==> src/hdl/tspr_pkg.sv <==
// Shared types and constants for the transport stream PTS/DTS restamper.
// Used by tspr_front, tspr_queue, tspr_back and ts_pes_timestamp_rewriter.
package tspr_pkg;

    // Nominal transport packet length in bytes
    localparam int unsigned PKT_BYTES = 188;
    localparam logic [9:0]  PKT_LIMIT = 10'(PKT_BYTES);

    // Byte positions inside a packet
    localparam logic [7:0] POS_PID_HI = 8'd1;
    localparam logic [7:0] POS_PID_LO = 8'd2;
    localparam logic [7:0] POS_AFC    = 8'd3;
    localparam logic [7:0] POS_AF_LEN = 8'd4;
    localparam logic [7:0] POS_MAX    = 8'hFF;

    // PES header layout, relative to the start of the PES header
    localparam logic [9:0] PES_FLAGS_OFS = 10'd7;
    localparam logic [9:0] PES_STAMP_OFS = 10'd9;
    localparam logic [9:0] PTS_ONLY_LEN  = 10'd5;
    localparam logic [9:0] PTS_DTS_LEN   = 10'd10;
    localparam logic [9:0] PTS_NEED      = 10'd14;
    localparam logic [9:0] PTS_DTS_NEED  = 10'd19;
    localparam logic [7:0] PES_NO_AF     = 8'd4;
    localparam logic [8:0] PES_AF_BASE   = 9'd5;

    // Null PID forcing masks
    localparam logic [12:0] NULL_PID    = 13'h1FFF;
    localparam logic [7:0]  PID_HI_MASK = 8'h1F;
    localparam logic [7:0]  PID_LO_MASK = 8'hFF;

    // Timestamp limits
    localparam logic [32:0] STAMP_MAX        = 33'h1_FFFF_FFFF;
    localparam logic [32:0] STAMP_OFFSET_RST = 33'd972000000;
    localparam logic [2:0]  STAMP_BYTES      = 3'd5;

    // Configuration register indexes
    localparam int unsigned CFG_IDX_W = 2;
    localparam logic [CFG_IDX_W-1:0] CFG_STAMP_OFFSET = 2'd0;
    localparam logic [CFG_IDX_W-1:0] CFG_BLOCKING_ON  = 2'd1;
    localparam logic [CFG_IDX_W-1:0] CFG_BLOCKED_PID  = 2'd2;

    // Command queue depth
    localparam int unsigned QDEPTH  = 4;
    localparam int unsigned QPTR_W  = $clog2(QDEPTH);
    localparam int unsigned QCNT_W  = $clog2(QDEPTH + 1);

    // One queued command: up to five bytes, sent most significant byte first
    typedef struct packed {
        logic [39:0] data;
        logic [2:0]  count;
        logic        first;
        logic        restamp;
    } tspr_cmd_t;

endpackage

==> src/hdl/tspr_front.sv <==
// Front end: accepts stream bytes, tracks packet position and PES header,
// and pushes output commands to the queue. Depends on tspr_pkg.
module tspr_front (
    input  logic               clk,
    input  logic               rst_n,
    input  logic               s_tvalid,
    output logic               s_tready,
    input  logic [7:0]         s_tdata,     // [7:0] in_byte
    input  logic               s_tuser,     // [0] in_first
    input  logic               blocking_on,
    input  logic [12:0]        blocked_pid,
    input  logic               q_full,
    output logic               q_push,
    output tspr_pkg::tspr_cmd_t q_cmd
);
    import tspr_pkg::*;

    logic [7:0]  pos_reg, pos_next;
    logic        us_reg, us_next;
    logic        ap_reg, ap_next;
    logic [7:0]  pb_reg, pb_next;
    logic [1:0]  sf_reg, sf_next;
    logic [39:0] held_reg, held_next;
    logic [2:0]  hc_reg, hc_next;

    logic accept;

    assign s_tready = !q_full;
    assign accept   = s_tvalid && s_tready;

    // Parse the byte and build the command
    always_comb
    begin
        logic [7:0]  pos;
        logic [7:0]  b1;
        logic [7:0]  b2;
        logic [12:0] pid;
        logic [8:0]  base;
        logic [9:0]  pb_w;
        logic [9:0]  pos_w;
        logic [9:0]  len;
        logic [9:0]  need;
        logic [1:0]  fl;
        logic [2:0]  hc_inc;

        pos       = s_tuser ? '0 : pos_reg;
        pos_w     = {2'b00, pos};
        b1        = held_reg[7:0];
        b2        = s_tdata;
        pid       = {b1[4:0], b2};
        base      = PES_AF_BASE + {1'b0, s_tdata};
        pb_w      = '0;
        len       = sf_reg[0] ? PTS_DTS_LEN : PTS_ONLY_LEN;
        fl        = s_tdata[7:6];
        need      = '0;
        hc_inc    = hc_reg + 3'd1;
        pos_next  = pos_reg;
        us_next   = us_reg;
        ap_next   = ap_reg;
        pb_next   = pb_reg;
        sf_next   = sf_reg;
        held_next = held_reg;
        hc_next   = hc_reg;
        q_push    = 1'b0;
        q_cmd     = '0;

        if (accept)
        begin
            if (s_tuser)
            begin
                // Flush held bytes, then the sync byte
                q_push        = 1'b1;
                q_cmd.data    = {held_reg[31:0], s_tdata};
                q_cmd.count   = hc_inc;
                q_cmd.first   = 1'b1;
                us_next       = 1'b0;
                ap_next       = 1'b0;
                pb_next       = '0;
                sf_next       = '0;
                hc_next       = '0;
            end
            else if (pos == POS_PID_HI)
            begin
                // Hold the first PID byte
                held_next = {32'd0, s_tdata};
                hc_next   = 3'd1;
                us_next   = s_tdata[6];
            end
            else if (pos == POS_PID_LO && hc_reg == 3'd1)
            begin
                // Release both PID bytes, nulled when blocked
                if (blocking_on && pid == blocked_pid)
                begin
                    b1 = b1 | PID_HI_MASK;
                    b2 = b2 | PID_LO_MASK;
                end
                hc_next     = '0;
                q_push      = 1'b1;
                q_cmd.data  = {24'd0, b1, b2};
                q_cmd.count = 3'd2;
            end
            else
            begin
                // Locate the PES header
                if (pos == POS_AFC)
                begin
                    ap_next = s_tdata[5];
                    if (!s_tdata[5])
                        pb_next = PES_NO_AF;
                end
                else if (pos == POS_AF_LEN && ap_reg)
                begin
                    pb_next = base[8] ? POS_MAX : base[7:0];
                end
                pb_w = {2'b00, pb_next};

                if (us_reg && pb_next != '0 && pos_w == pb_w + PES_FLAGS_OFS &&
                    pos_w < PKT_LIMIT)
                begin
                    // Take the PTS/DTS flags if the stamps fit in the packet
                    if (fl[1])
                        need = fl[0] ? PTS_DTS_NEED : PTS_NEED;
                    if (fl[1] && pb_w + need <= PKT_LIMIT)
                        sf_next = fl;
                    else
                        sf_next = '0;
                    q_push      = 1'b1;
                    q_cmd.data  = {32'd0, s_tdata};
                    q_cmd.count = 3'd1;
                end
                else if (sf_reg[1] && pb_next != '0 && pos_w >= pb_w + PES_STAMP_OFS &&
                         pos_w < pb_w + PES_STAMP_OFS + len)
                begin
                    // Hold timestamp bytes, release five at a time for restamping
                    held_next = {held_reg[31:0], s_tdata};
                    hc_next   = hc_inc;
                    if (hc_inc >= STAMP_BYTES)
                    begin
                        q_push        = 1'b1;
                        q_cmd.data    = {held_reg[31:0], s_tdata};
                        q_cmd.count   = STAMP_BYTES;
                        q_cmd.restamp = 1'b1;
                        hc_next       = '0;
                    end
                end
                else
                begin
                    q_push      = 1'b1;
                    q_cmd.data  = {32'd0, s_tdata};
                    q_cmd.count = 3'd1;
                end
            end
            pos_next = (pos == POS_MAX) ? POS_MAX : pos + 8'd1;
        end
    end

    // Hold parser state
    always_ff @(posedge clk or negedge rst_n)
    begin
        if (!rst_n)
        begin
            pos_reg <= '0;
            us_reg  <= 1'b0;
            ap_reg  <= 1'b0;
            pb_reg  <= '0;
            sf_reg  <= '0;
            hc_reg  <= '0;
        end
        else
        begin
            pos_reg <= pos_next;
            us_reg  <= us_next;
            ap_reg  <= ap_next;
            pb_reg  <= pb_next;
            sf_reg  <= sf_next;
            hc_reg  <= hc_next;
        end
    end

    // Held bytes carry no reset
    always_ff @(posedge clk)
    begin
        held_reg <= held_next;
    end

endmodule

==> src/hdl/tspr_queue.sv <==
// Short command queue between front end and back end.
// Depends on tspr_pkg.
module tspr_queue (
    input  logic                clk,
    input  logic                rst_n,
    input  logic                push,
    input  tspr_pkg::tspr_cmd_t push_cmd,
    output logic                full,
    input  logic                pop,
    output logic                empty,
    output tspr_pkg::tspr_cmd_t head
);
    import tspr_pkg::*;

    tspr_cmd_t         mem_reg [QDEPTH];
    logic [QPTR_W-1:0] wr_reg, wr_next;
    logic [QPTR_W-1:0] rd_reg, rd_next;
    logic [QCNT_W-1:0] cnt_reg, cnt_next;

    assign full  = (cnt_reg == QCNT_W'(QDEPTH));
    assign empty = (cnt_reg == '0);
    assign head  = mem_reg[rd_reg];

    // Advance pointers and occupancy
    always_comb
    begin
        wr_next  = push ? wr_reg + 1'b1 : wr_reg;
        rd_next  = pop ? rd_reg + 1'b1 : rd_reg;
        cnt_next = cnt_reg;
        if (push && !pop)
            cnt_next = cnt_reg + 1'b1;
        else if (pop && !push)
            cnt_next = cnt_reg - 1'b1;
    end

    always_ff @(posedge clk or negedge rst_n)
    begin
        if (!rst_n)
        begin
            wr_reg  <= '0;
            rd_reg  <= '0;
            cnt_reg <= '0;
        end
        else
        begin
            wr_reg  <= wr_next;
            rd_reg  <= rd_next;
            cnt_reg <= cnt_next;
        end
    end

    // Write storage
    always_ff @(posedge clk)
    begin
        if (push)
            mem_reg[wr_reg] <= push_cmd;
    end

endmodule

==> src/hdl/tspr_back.sv <==
// Back end: takes queued commands, restamps PTS/DTS groups and sends
// bytes one per cycle, while the receiver is ready, through an output register. Depends on tspr_pkg.
module tspr_back (
    input  logic                clk,
    input  logic                rst_n,
    input  logic [32:0]         stamp_offset,
    input  logic                q_empty,
    input  tspr_pkg::tspr_cmd_t q_head,
    output logic                q_pop,
    output logic                m_tvalid,
    input  logic                m_tready,
    output logic [7:0]          m_tdata,    // [7:0] out_byte
    output logic                m_tuser,    // [0] out_first
    output logic                m_tlast
);
    import tspr_pkg::*;

    logic        work_valid_reg, work_valid_next;
    logic [39:0] work_data_reg, work_data_next;
    logic [2:0]  work_left_reg, work_left_next;
    logic        work_first_reg, work_first_next;
    logic        out_valid_reg, out_valid_next;
    logic [7:0]  out_byte_reg, out_byte_next;
    logic        out_first_reg, out_first_next;
    logic        out_last_reg, out_last_next;

    logic        load_out;
    logic        work_done;
    logic [7:0]  cur_byte;

    // Decode a held 5-byte stamp, add the offset with saturation, repack
    function automatic logic [39:0] restamp_bytes(input logic [39:0] raw,
                                                  input logic [32:0] off);
        logic [32:0] t;
        logic [33:0] sum;
        logic [32:0] ts;
        logic [7:0]  r0;
        logic [7:0]  r2;
        logic [7:0]  r4;
        t   = {raw[35:33], raw[31:17], raw[15:1]};
        sum = {1'b0, t} + {1'b0, off};
        ts  = sum[33] ? STAMP_MAX : sum[32:0];
        r0  = {raw[39:36], ts[32:30], raw[32]};
        r2  = {ts[21:15], raw[16]};
        r4  = {ts[6:0], raw[0]};
        return {r0, ts[29:22], r2, ts[14:7], r4};
    endfunction

    // Select the next byte to send, most significant first
    always_comb
    begin
        case (work_left_reg)
            3'd5:    cur_byte = work_data_reg[39:32];
            3'd4:    cur_byte = work_data_reg[31:24];
            3'd3:    cur_byte = work_data_reg[23:16];
            3'd2:    cur_byte = work_data_reg[15:8];
            default: cur_byte = work_data_reg[7:0];
        endcase
    end

    assign load_out  = work_valid_reg && (!out_valid_reg || m_tready);
    assign work_done = load_out && (work_left_reg == 3'd1);
    assign q_pop     = !q_empty && (!work_valid_reg || work_done);

    // Step the work register and the output register
    always_comb
    begin
        work_valid_next = work_valid_reg;
        work_data_next  = work_data_reg;
        work_left_next  = work_left_reg;
        work_first_next = work_first_reg;
        out_valid_next  = out_valid_reg;
        out_byte_next   = out_byte_reg;
        out_first_next  = out_first_reg;
        out_last_next   = out_last_reg;

        if (load_out)
        begin
            out_valid_next  = 1'b1;
            out_byte_next   = cur_byte;
            out_last_next   = (work_left_reg == 3'd1);
            out_first_next  = (work_left_reg == 3'd1) && work_first_reg;
            work_left_next  = work_left_reg - 3'd1;
            work_valid_next = (work_left_reg != 3'd1);
        end
        else if (m_tready)
        begin
            out_valid_next = 1'b0;
        end

        if (q_pop)
        begin
            work_valid_next = 1'b1;
            work_data_next  = q_head.restamp ? restamp_bytes(q_head.data, stamp_offset)
                                             : q_head.data;
            work_left_next  = q_head.count;
            work_first_next = q_head.first;
        end
    end

    always_ff @(posedge clk or negedge rst_n)
    begin
        if (!rst_n)
        begin
            work_valid_reg <= 1'b0;
            work_left_reg  <= '0;
            out_valid_reg  <= 1'b0;
        end
        else
        begin
            work_valid_reg <= work_valid_next;
            work_left_reg  <= work_left_next;
            out_valid_reg  <= out_valid_next;
        end
    end

    // Payload registers
    always_ff @(posedge clk)
    begin
        work_data_reg  <= work_data_next;
        work_first_reg <= work_first_next;
        out_byte_reg   <= out_byte_next;
        out_first_reg  <= out_first_next;
        out_last_reg   <= out_last_next;
    end

    assign m_tvalid = out_valid_reg;
    assign m_tdata  = out_byte_reg;
    assign m_tuser  = out_first_reg;
    assign m_tlast  = out_last_reg;

endmodule

==> src/hdl/ts_pes_timestamp_rewriter.sv <==
// Top level of the transport stream PTS/DTS restamper with PID nulling.
// Depends on tspr_pkg, tspr_front, tspr_queue and tspr_back.
//
//  channel   direction  ports                               payload
//  s         in         s_tvalid s_tready s_tdata s_tuser   in_byte, in_first
//  m         out        m_tvalid m_tready m_tdata m_tuser   out_byte, out_first,
//                       m_tlast                             out_last
//  cfg       in         cfg_we cfg_index cfg_data           0 stamp_offset,
//                                                           1 blocking_on, 2 blocked_pid
//
// One byte is accepted per cycle while the four-entry command queue has room.
// The back end sends one byte per cycle while the receiver is ready; a
// restamped group of five bytes or a packet start after held bytes occupies
// it until all its bytes are sent, so input stalls only when such bursts or
// a stalled receiver fill the queue.
// Reset is asynchronous, active low, and needs no clearing pass.
module ts_pes_timestamp_rewriter (
    input  logic        clk,
    input  logic        rst_n,
    input  logic        s_tvalid,
    output logic        s_tready,
    input  logic [7:0]  s_tdata,    // [7:0] in_byte
    input  logic        s_tuser,    // [0] in_first
    output logic        m_tvalid,
    input  logic        m_tready,
    output logic [7:0]  m_tdata,    // [7:0] out_byte
    output logic        m_tuser,    // [0] out_first
    output logic        m_tlast,    // out_last
    input  logic        cfg_we,
    input  logic [1:0]  cfg_index,
    input  logic [32:0] cfg_data
);
    import tspr_pkg::*;

    logic [32:0] stamp_offset_reg;
    logic        blocking_on_reg;
    logic [12:0] blocked_pid_reg;

    logic        q_push;
    logic        q_pop;
    logic        q_full;
    logic        q_empty;
    tspr_cmd_t   q_cmd;
    tspr_cmd_t   q_head;

    // Configuration registers
    always_ff @(posedge clk or negedge rst_n)
    begin
        if (!rst_n)
        begin
            stamp_offset_reg <= STAMP_OFFSET_RST;
            blocking_on_reg  <= 1'b0;
            blocked_pid_reg  <= '0;
        end
        else if (cfg_we)
        begin
            case (cfg_index)
                CFG_STAMP_OFFSET: stamp_offset_reg <= cfg_data;
                CFG_BLOCKING_ON:  blocking_on_reg  <= cfg_data[0];
                CFG_BLOCKED_PID:  blocked_pid_reg  <= cfg_data[12:0];
                default:          ;
            endcase
        end
    end

    tspr_front u_front (
        .clk         (clk),
        .rst_n       (rst_n),
        .s_tvalid    (s_tvalid),
        .s_tready    (s_tready),
        .s_tdata     (s_tdata),
        .s_tuser     (s_tuser),
        .blocking_on (blocking_on_reg),
        .blocked_pid (blocked_pid_reg),
        .q_full      (q_full),
        .q_push      (q_push),
        .q_cmd       (q_cmd)
    );

    tspr_queue u_queue (
        .clk      (clk),
        .rst_n    (rst_n),
        .push     (q_push),
        .push_cmd (q_cmd),
        .full     (q_full),
        .pop      (q_pop),
        .empty    (q_empty),
        .head     (q_head)
    );

    tspr_back u_back (
        .clk          (clk),
        .rst_n        (rst_n),
        .stamp_offset (stamp_offset_reg),
        .q_empty      (q_empty),
        .q_head       (q_head),
        .q_pop        (q_pop),
        .m_tvalid     (m_tvalid),
        .m_tready     (m_tready),
        .m_tdata      (m_tdata),
        .m_tuser      (m_tuser),
        .m_tlast      (m_tlast)
    );

    // A packet start byte always closes the results of its item
    a_first_is_last : assert property (@(posedge clk) disable iff (!rst_n)
        m_tvalid && m_tuser |-> m_tlast)
        else $error("sync byte sent without last mark");

    // Never push into a full queue
    a_no_overflow : assert property (@(posedge clk) disable iff (!rst_n)
        q_push |-> !q_full)
        else $error("command queue overflow");

    // Never pop from an empty queue
    a_no_underflow : assert property (@(posedge clk) disable iff (!rst_n)
        q_pop |-> !q_empty)
        else $error("command queue underflow");

endmodule

==> config.mk <==
export PLATFORM = sky130hd
export DESIGN_NAME = ts_pes_timestamp_rewriter
export DESIGN_NICKNAME = d
export VERILOG_FILES = /design/src/hdl/tspr_pkg.sv /design/src/hdl/tspr_front.sv /design/src/hdl/tspr_queue.sv /design/src/hdl/tspr_back.sv /design/src/hdl/ts_pes_timestamp_rewriter.sv
export SDC_FILE = /design/constraint.sdc
export NUM_CORES = 1
export LEC_CHECK = 0
export ABC_AREA = 1
export CORE_ASPECT_RATIO = 0.5
export CORE_MARGIN = 2
export CORE_UTILIZATION = 55
export CTS_CLUSTER_SIZE = 8
export DETAILED_ROUTE_END_ITERATION = 10
export DONT_BUFFER_PORTS = 1
export PLACE_DENSITY = 0.81
export SLEW_MARGIN = 20
export SYNTH_ARGS = -nofsm -noshare
export SYNTH_HDL_FRONTEND = slang
export SYNTH_SLANG_ARGS = --single-unit
==> constraint.sdc <==
create_clock -name clk -period 8.49 [get_ports clk]
set_clock_uncertainty 0.1 [all_clocks]
set_input_delay 1.698 -clock clk [delete_from_list [all_inputs] [get_ports clk]]
set_output_delay 1.698 -clock clk [all_outputs]
set_load 0.01 [all_outputs]
; ---- Yosys cells after proc, flatten, opt, wreduce, memory -nomap -nowiden
; Memory sizes are Yosys's and may differ from the RTL's.
; Cells that the tools add are included.
; W data, S select, Z words.
[totals]
latchBits = 0
elab_cells = 186
mem_count = 1
romBits = 0
ramBits = 180
register_bits = 165
out_inout_bits = 12
input_bits = 49
[op_classes]
multipliers = 0
mux = 77
order_cmp = 5
bitwise_logic = 1
div_mod_pow = 0
reduce_logical = 45
eq_ne = 22
n_addsub = 13
shift = 0
[mem_list]
columns = name, depth, word_bits, rd, rd_ports_with_merged_regs, wr, line
row1 = u_queue.mem_reg, 4, 45, 1, 0, 1, tspr_queue.sv:15  ; tspr_cmd_t mem_reg [QDEPTH];
[ops]
columns = operator, n
row1 = $mux W43, 6
row2 = $mux W8, 15
row3 = $mux W32, 3
row4 = $mux W10, 6
row5 = $mux W45, 1
row6 = $mux W36, 1
row7 = $add A33 B33 Y34, 1
row8 = $mux W33, 1
row9 = $pmux W8 S4, 1
row10 = $mux W3, 10
row11 = $mux W1, 25
row12 = $logic_and A1 B1 Y1, 17
row13 = $eq A8 B2 Y1 const B, 2
row14 = $reduce_bool A2 Y1, 7
row15 = $eq A13 B13 Y1, 1
row16 = $add A10 B10 Y10, 1
row17 = $add A8 B10 Y10, 1
row18 = $eq A8 B10 Y1, 1
row19 = $ge A8 B10 Y1, 1
row20 = $le A10 B8 Y1 const B, 1
row21 = $lt A8 B10 Y1, 1
row22 = $mux W2, 5
row23 = $mux W5, 2
row24 = $add A3 B8 Y9 const A, 1
row25 = 32 further kinds, 52

; ---- Logic depth before layout (Yosys ltp)
; Gate-level depths: netlist of run 1.
[depth]
depth_word = 26
depth_mapped = 39

; ---- Modules after synthesis
; From an unflattened synthesis of run 1, not the netlist that was laid out.
[hier_totals]
hier_cells = 2266
hier_area_um2 = 19909.1
[modules_own_cells]
columns = module, cells_per_inst, seq_area_each_um2, area_per_inst_um2, instances
row1 = tspr_queue, 572, 5580.4, 7633.6, 1
row2 = tspr_back, 781, 1656.6, 5207.5, 1
row3 = tspr_front, 704, 1536.5, 5112.4, 1
row4 = ts_pes_timestamp_rewriter, 209, 1194.9, 1955.6, 1

; ---- Least setup slack after synthesis of run 1
; No wires, ideal clock.
[synth_timing]
path_type = input port to flip-flop
start = input s_tuser
end = memory u_queue.mem_reg[0][0] (netlist name) (enable)
n_path_buf = 1
arrival_time_ps = 8948
setup_slack_ps = -1074
stages = 31
setup_ps = 516
cell_sequence = buf_6 -> nor2_1 -> inv_1 -> ha_1 -> nand3_1 -> nor2_2 -> nand2_2 -> nand2_1 -> nand3_1 -> nand2_1 -> ha_1 -> or2_2 -> nand2_1 -> inv_1 -> ha_1 -> a21oi_1 -> inv_1 -> a31oi_1 -> inv_1 -> a21oi_1 -> nor2_1 -> xor2_1 -> ha_1 -> nand4_1 -> o221ai_1 -> nand3_1 -> nand3b_1 -> nand2_1 -> nand4_2 -> nand2_2 -> a21boi_0
[synth_via]
elab_chain_len = 21
elab_cells_between_ends = 35
[synth_lines]
columns = item, line
row1 = start: declaration, ts_pes_timestamp_rewriter.sv:23  ; input logic s_tuser,
row2 = $mux W8, tspr_front.sv:46  ; pos = s_tuser ? '0 : pos_reg;
row3 = $eq A8 B3 Y1, tspr_front.sv:111  ; else if (pos == POS_AF_LEN && ap_reg)
row4 = $logic_and A1 B1 Y1, tspr_front.sv:111
row5 = $mux W8, tspr_front.sv:111
row6 = $mux W8, tspr_front.sv:105  ; if (pos == POS_AFC)
row7 = $mux W8, tspr_front.sv:89  ; else if (pos == POS_PID_LO && hc_reg == 3'd1)
row8 = $mux W8, tspr_front.sv:82  ; else if (pos == POS_PID_HI)
row9 = $mux W8, tspr_front.sv:69  ; if (s_tuser)
row10 = [5 not listed], n/a
row11 = $mux W1, tspr_front.sv:131  ; else if (sf_reg[1] && pb_next != '0 && pos_w >= pb_w + PES_STAMP_OFS &&
row12 = $mux W1, tspr_front.sv:117  ; if (us_reg && pb_next != '0 && pos_w == pb_w + PES_FLAGS_OFS &&
row13 = $mux W1, tspr_front.sv:89
row14 = $mux W1, tspr_front.sv:82
row15 = $mux W1 (*), tspr_front.sv:69
row16 = $mux W1 (*), tspr_front.sv:67  ; if (accept)
row17 = $mux W1 (*), tspr_queue.sv:55  ; if (push)
row18 = $mux W1 (implied by the code) (*), tspr_queue.sv:56  ; mem_reg[wr_reg] <= push_cmd;
row19 = end: declaration, tspr_queue.sv:15
; Mark *: on every way between the ends. The rest lies on a longest branch, timed or not. The select of a mux whose other input is x is not followed.

; ---- Final worst setup path of run 1
[layout_timing]
start = input s_tuser
end = register u_queue.cnt_reg[1]
[layout_via]
elab_cells_between_ends = 38
[layout_lines]
columns = item, line
row1 = $mux W8, tspr_front.sv:46
row2 = $eq A8 B3 Y1, tspr_front.sv:111
row3 = $logic_and A1 B1 Y1, tspr_front.sv:111
row4 = $mux W8, tspr_front.sv:111
row5 = $mux W8, tspr_front.sv:105
row6 = $mux W8, tspr_front.sv:89
row7 = $mux W8, tspr_front.sv:82
row8 = $mux W8, tspr_front.sv:69
row9 = [6 not listed], n/a
row10 = $mux W1, tspr_front.sv:117
row11 = $mux W1, tspr_front.sv:89
row12 = $mux W1, tspr_front.sv:82
row13 = $mux W1 (*), tspr_front.sv:69
row14 = $mux W1 (*), tspr_front.sv:67
row15 = $logic_and A1 B1 Y1 (*), tspr_queue.sv:30  ; if (push && !pop)
row16 = $mux W3 (*), tspr_queue.sv:30
row17 = via u_queue.cnt_next[1], tspr_queue.sv:18  ; logic [QCNT_W-1:0] cnt_reg, cnt_next;
row18 = end signal: assignment, tspr_queue.sv:48  ; cnt_reg <= cnt_next;
row19 = end: declaration, tspr_queue.sv:18
; The timed path passes the listed nets; every way through them passes the cells marked *. The select of a mux whose other input is x is not followed.
; A chain may end at the register's enable or synchronous reset.

==> flow_metrics.py, run 1 <==
metrics = {
    "synthesis": {
        "synth_xor_area_frac": 0.0239,
        "synth_most_common_cell": "nand2_1",
        "yosysUniqueCellTypes": 60,
        "synth_mux_area_frac": 0.0132,
        "synth-seq-cells": 345,
        "synth-seq-area-share": 0.556,
        "syn_area_per_cell_sq_um": 10.0,
        "ys_warn_count": 0,
        "yosys.area_share.simple": 0.159,
        "synth.cell_area_sq_mm": 0.0179,
        "synth_top_area_frac": 0.441,
        "syn-num-nets": 1917,
        "syn_inst": 1787,
        "synth_enable_flop_cells": 263,
        "yosys.area.top_type": "edfxtp_1",
        "synth_top_family_by_area": "simple AND/OR/NAND/NOR gates",
        "synth_commonest_cells": "nand2_1 (298), edfxtp_1 (263), nor2_1 (180)",
        "synthArstFlopShare": 0.238,
        "yosys-top-cells-area": "edfxtp_1 (44%), dfrtp_1 (9.4%), nand2_1 (6.2%)",
        "ys.flop_type": "edfxtp_1",
        "synth_fa_ha_area_frac": 0.0582,
        "synth-compound-area-share": 0.136,
    },
    "floorplanning": {
        "start_util": 0.562,
        "core_area_sq_mm": 0.0319,
        "io_pins": 61,
        "die_height_um": 132,
        "rows": 46,
        "fp.dieW_um": 259,
        "die-area_sq_mm": 0.0341,
    },
    "pwr": {
        "p_leak_nw": 8.03,
        "ir_drop_uv": 189,
        "power_density_mw_per_mm2": 377,
    },
    "sta": {
        "setup-violations-final": 0,
        "post-route-min-period_ns": 7.32,
        "fmax_ghz": 0.137,
        "final.period_utilization": 0.862,
        "slew_headroom": 0.284,
        "hold_viol": 0,
        "drv_slew": 0,
        "rsz0062_at_grt": "false",
        "setup_slack_ns": 1.17,
        "tightest_slew_ns": 1.07,
    },
    "clocking": {
        "cts_tree": "built",
        "cts.sinks": 345,
        "clock_path_buffers": 3,
        "clk_pin_slew_ns": 0.05,
        "numCtsBuffers": 49,
        "postCtsHoldBufs": 0,
        "post_cts.repair.setup_buffers": 0,
        "htree_levels": 2,
        "root_buffer": "clkbuf_16",
        "cts-resized-gates": 0,
        "worstSkewPairLatency_ns": 0.57,
    },
    "critical_path": {
        "r2r_start": "u_front.pos_reg[1]",
        "r2r_setup_slack_ns": 2.03,
        "cp_max_fo": 39,
        "critPathArrivalTime_ns": 7.65,
        "path_class": "in -> reg",
        "cp_slowest_stage_delay_ns": 0.42,
        "path_common_cell": "nand2_1",
        "worst_setup_path_start_kind": "input port",
        "slowest_stage": "fa_1",
        "critical_path_required_ns": 8.82,
        "r2r_cells": 35,
        "worst_setup_path_end_kind": "register",
        "r2r_end": "u_queue.cnt_reg[1]",
    },
    "placed_design": {
        "dp_cells": 2169,
        "hpwlAfterDp_um": 30400,
        "port_buffers": 0,
        "gp_congestion": 0.934,
        "dpl_worst_slack_ns": 0.682,
    },
    "route": {
        "drt_iter0_drc": 1538,
        "viasPerCell": 6.03,
        "drc_errors": 0,
        "drtPass1Iterations": 5,
        "routed-via-count": 13600,
        "wl_um": 45400,
        "avgRoutedWirePerCell_um": 20.1,
        "ant_nets": 0,
    },
    "hold_path": {
        "hp-class": "reg -> reg",
        "hold_start": "u_back.work_valid_reg",
        "hold_depth": 2,
        "min_delay_worst_endpoint": "u_back.m_tvalid",
    },
    "global_route": {
        "grt_pass1_wl_um": 71600,
        "grt.overflow.total": 0,
        "grt_use_total": 0.268,
        "grt_max_degree": 83,
        "grt_pass1_vias": 12900,
        "antenna_found_initial": 1,
    },
    "run": {
        "maxCapViolCount": 0,
    },
    "status": {
        "status": "finished clean",
    },
    "finish": {
        "final_util": 0.620,
        "largest_reg_flops": 180,
        "layout-area-overhead-vs-synth_pct": 10.2,
        "fillCellCount": 2424,
        "final_cells": 2261,
        "drive_above_1_share": 0.103,
        "final_nets": 1918,
    },
}
[how the worst max path moves through the flow]
| stage | start | cells after the start | end | slack [ns] |
|---|---|---|---|---|
| 2_1_floorplan | s_tuser | 31 | u_queue.mem_reg[0][0] | -1.07 |
| 3_3_place_gp | s_tuser | 33 | u_queue.cnt_reg[1] | 0.92 |
| 3_5_place_dp | s_tuser | 33 | u_queue.cnt_reg[1] | 0.68 |
| 4_1_cts | s_tuser | 33 | u_queue.cnt_reg[1] | 1.25 |
| 5_1_grt | s_tuser | 33 | u_queue.cnt_reg[1] | 0.66 |
| 6_report | s_tuser | 33 | u_queue.cnt_reg[1] | 1.17 |
[per-stage QoR]
step	setup TNS [ns]	hold WS, ns	cell area [sq um]	power [W]
after floorplan	-193.30	0.347	17900	0.00474
after global placement	0	0.364	18400	0.00546
after detailed placement	0	0.367	18400	0.00555
after CTS	0	0.376	19800	0.00737
after global routing	0	0.411	19800	0.00785
final	0	0.379	19800	0.00745
[cells by family after synthesis]
logic type / after synthesis
flops: 345
compound gates: 403
mux: 21
buf+inv: 241
xor+xnor: 49
fa+ha+maj: 81
simple gates: 647
[cells in the final DEF (no fill, tap or decap), types with 8 or more instances in the layout]
cell       Yosys  final
inv_1        165    165
o21a_1        14     14
nand2_1      298    297
dfrtp_1       67     66
dfstp_2       15     15
nor2_1       180    179
o22a_1        19     19
edfxtp_1     263    263
a21oi_1       82     81
nand3_1       85     84
clkbuf_1      51     39
o22ai_1       58     58
a21oi_2       18     18
xor2_1        31     31
buf_4          0     14
clkbuf_16      0     49
nand2_2       13     14
a221oi_1      11     11
nor3_1        14     14
inv_2          7      8
xnor2_1       18     18
or2_2         10     10
nand4_1       15     15
mux2_2        21     21
ha_1          77     77
o21ai_0      153    153
[per-layer routing]
metal,GRT usage,wire length [um],up-vias
li1,-,-,6259
met1,0.388,19000,6525
met2,0.409,20600,778
met3,0.0552,4870,77
met4,0.0744,953,0
met5,0,0,-
[worst max-delay path, delay by kind of cell]
kind / cells / cell delay, ns
and+or+nand+nor: 16 / 2.38
adders and majority gates: 5 / 1.57
AOI/OAI and AO/OA: 5 / 0.83
buffers and inverters: 5 / 0.68
muxes: 1 / 0.28
xor gates and xnor gates: 1 / 0.16
[area by class of cell]
cell class	count	area, sq um	share of cell area
diodes	1	2.50	0.000127
clock buffers	88	1370	0.0695
clock inverters	3	26.3	0.00133
inverters	177	667	0.0338
multi-input cells	1201	7070	0.358
flip-flops and latches	345	9970	0.505
well taps	432	541	0.0274
repair buffers	14	105	0.00532
[power breakdown]
group | switching [W] | internal, W | total [W]
Sequential | 0.000200 | 0.00237 | 0.00257
Combinational | 0.00206 | 0.00102 | 0.00308
Clock | 0.000715 | 0.00108 | 0.00180
Total | 0.00298 | 0.00447 | 0.00745
(Power assumes the default switching activity.)
==> run 2, diff against run 1 <==
--- a/config.mk
+++ b/config.mk
@@ -9,4 +9,5 @@
 export CORE_ASPECT_RATIO = 0.5
-export CORE_MARGIN = 2
+export CORE_MARGIN = 4
 export CORE_UTILIZATION = 55
+export CTS_BUF_LIST = sky130_fd_sc_hd__clkbuf_16
 export CTS_CLUSTER_SIZE = 8
==> constraint.sdc (replaced) <==
create_clock -name clk -period 8.49 [get_ports clk]
set_clock_uncertainty 0.1 [all_clocks]
set_input_delay 2.1225 -clock clk [delete_from_list [all_inputs] [get_ports clk]]
set_output_delay 2.1225 -clock clk [all_outputs]
set_load 0.01 [all_outputs]
==> run 2 against run 1 <==
  * First-iteration DRC count is 4.0% higher
  * Critical path depth is 1 higher
  * Non-clock buffer count is 3 higher
  * Cell count is 0.13% higher
  * Sequential power hardly changed
  * Via count is 1.1% lower
  * Register-to-register slack better by 0.06 ns
  * Clock-buffer cell count is 39 lower
  * Fmax is 3.4% lower
  * Worst hold slack worse by 0.0059 ns
  * Critical path type unchanged
==> flow_metrics.py, run 2 (synthesized netlist as in run 1, its figures left out) <==
metrics = {
    "critical_path": {
        "r2r_setup_slack_ns": 2.09,
        "critPathArrivalTime_ns": 7.92,
        "cp_max_fo": 11,
        "critical_path_required_ns": 8.84,
        "path_class": "in -> reg",
        "r2r_start": "u_front.pos_reg[1]",
        "worst_setup_path_end_kind": "register",
        "cp_slowest_stage_delay_ns": 0.42,
        "worst_setup_path_start_kind": "input port",
        "slowest_stage": "fa_1",
        "r2r_cells": 35,
        "r2r_end": "u_queue.cnt_reg[1]",
    },
    "clocking": {
        "htree_levels": 2,
        "post_cts.repair.setup_buffers": 0,
        "worstSkewPairLatency_ns": 0.58,
        "cts.sinks": 345,
        "root_buffer": "clkbuf_16",
        "numCtsBuffers": 49,
        "postCtsHoldBufs": 0,
        "cts_tree": "built",
        "clk_pin_slew_ns": 0.05,
        "clock_path_buffers": 3,
        "cts-resized-gates": 0,
    },
    "pwr": {
        "switching_power_w": 0.00299,
        "power_density_mw_per_mm2": 375,
        "seq_power_share": 0.343,
        "pwr-share-clk": 0.239,
        "totalPowerFinal_w": 0.00745,
        "ir_drop_uv": 175,
        "p_sw_frac": 0.402,
        "p_leak_nw": 8.24,
        "p_comb_frac": 0.418,
        "internal-power_w": 0.00446,
    },
    "route": {
        "avgRoutedWirePerCell_um": 20.4,
        "drc_errors": 0,
        "wl_um": 46200,
        "ant_nets": 0,
        "drt_iter0_drc": 1599,
        "drtPass1Iterations": 6,
        "viasPerCell": 5.96,
        "routed-via-count": 13500,
    },
    "finish": {
        "final_nets": 1921,
        "layout-area-overhead-vs-synth_pct": 10.8,
        "layout_commonest_cell": "nand2_1",
        "largest_reg_flops": 180,
        "antenna_cells": 0,
        "final_area_sq_mm": 0.0199,
        "final_cell_mix": "nand2_1 (298), edfxtp_1 (263), inv_1 (204)",
        "drive_above_1_share": 0.104,
    },
    "global_route": {
        "grt_use_total": 0.258,
        "grt_max_degree": 83,
        "grt_pass1_wl_um": 72900,
        "grt_pass1_vias": 13200,
        "antenna_found_initial": 2,
        "grt.overflow.total": 0,
    },
    "floorplanning": {
        "die-area_sq_mm": 0.0357,
        "fp.dieW_um": 263,
        "start_util": 0.562,
        "io_pins": 61,
        "rows": 46,
        "core_area_sq_mm": 0.0319,
        "die_height_um": 136,
    },
    "status": {
        "status": "finished clean",
    },
    "hold_path": {
        "min_delay_worst_endpoint": "u_back.m_tvalid",
        "hold_start": "u_back.work_valid_reg",
        "hold_depth": 2,
        "hp-class": "reg -> reg",
    },
    "sta": {
        "post-route-min-period_ns": 7.57,
        "tightest_slew_ns": 1.13,
        "hold_viol": 0,
        "rsz0062_at_grt": "false",
        "slew_headroom": 0.248,
        "final.period_utilization": 0.892,
        "setup-violations-final": 0,
        "drv_slew": 0,
        "fmax_ghz": 0.132,
    },
    "placed_design": {
        "postPlaceCellArea_sq_mm": 0.0184,
        "port_buffers": 0,
        "gp_congestion": 0.944,
        "hpwlAfterDp_um": 30200,
    },
    "run": {
        "maxCapViolCount": 0,
    },
}
## run 2: changes by cell type in the layout (fill, tap and decap cells not counted)
cell       delta
inv_16        +1
buf_12        +4
inv_1        +39
nand2_1       +1
clkinv_8      +1
nand2_2       -1
clkinv_16     +1
buf_4         -1
diode_2       -1
inv_6         -2
clkbuf_1     -39
## run 2: metrics by stage
stage               hold slack, ns   util  std cells  TNS [ns]  setup WS (ns)
finish                       0.373  0.623       2264         0          0.916
global route                 0.404  0.623       2264         0          0.373
CTS                          0.375  0.623       2264         0          0.960
detailed placement           0.364  0.578       2172         0          0.373
global placement             0.355  0.578       2172         0          0.533
floorplan                    0.347      -       1787    -49.97         -0.278
## run 2: cell type report
type,instances,area [sq um]
sequential,345,9970
tap,432,541
timing repair buffer,17,178
inverter,177,667
clock inverter,43,221
clock buffer,49,1230
multi-input combinational,1201,7070
fill,2444,12000
## run 2: worst max-delay path by stage
stage,cells after the start,slack (ns),from,to
CTS,34,0.96,s_tuser,u_queue.cnt_reg[1]
finish,34,0.92,s_tuser,u_queue.cnt_reg[1]
floorplan,31,-0.28,s_tuser,u_queue.mem_reg[0][0]
detailed placement,34,0.37,s_tuser,u_queue.cnt_reg[1]
global route,36,0.37,s_tuser,u_queue.cnt_reg[2]
global placement,34,0.53,s_tuser,u_queue.cnt_reg[1]
## run 2: power by group through the flow
| stage | Clock, W | Combinational, W | Sequential, W |
|---|---|---|---|
| 3_3_place_gp | 0 | 0.00294 | 0.00256 |
| 2_1_floorplan | 0 | 0.00219 | 0.00253 |
| 4_1_cts | 0.00180 | 0.00306 | 0.00255 |
| 6_report | 0.00178 | 0.00311 | 0.00255 |
| 3_5_place_dp | 0 | 0.00301 | 0.00257 |
| 5_1_grt | 0.00188 | 0.00343 | 0.00258 |
## run 2: worst max-delay path, delay by kind of cell
kind / cells / cell delay [ns]
AOI/OAI and AO/OA: 5 / 0.82
xor gates and xnor gates: 1 / 0.16
adders and majority gates: 6 / 1.78
buffers and inverters: 5 / 0.37
muxes: 1 / 0.27
and+or+nand+nor: 16 / 2.37
## run 2: routing by layer
metal,GRT usage,part of all wire
met2,0.408,0.45
met4,0.0857,0.028
met1,0.362,0.42
met3,0.0552,0.099
met5,0,0.00074
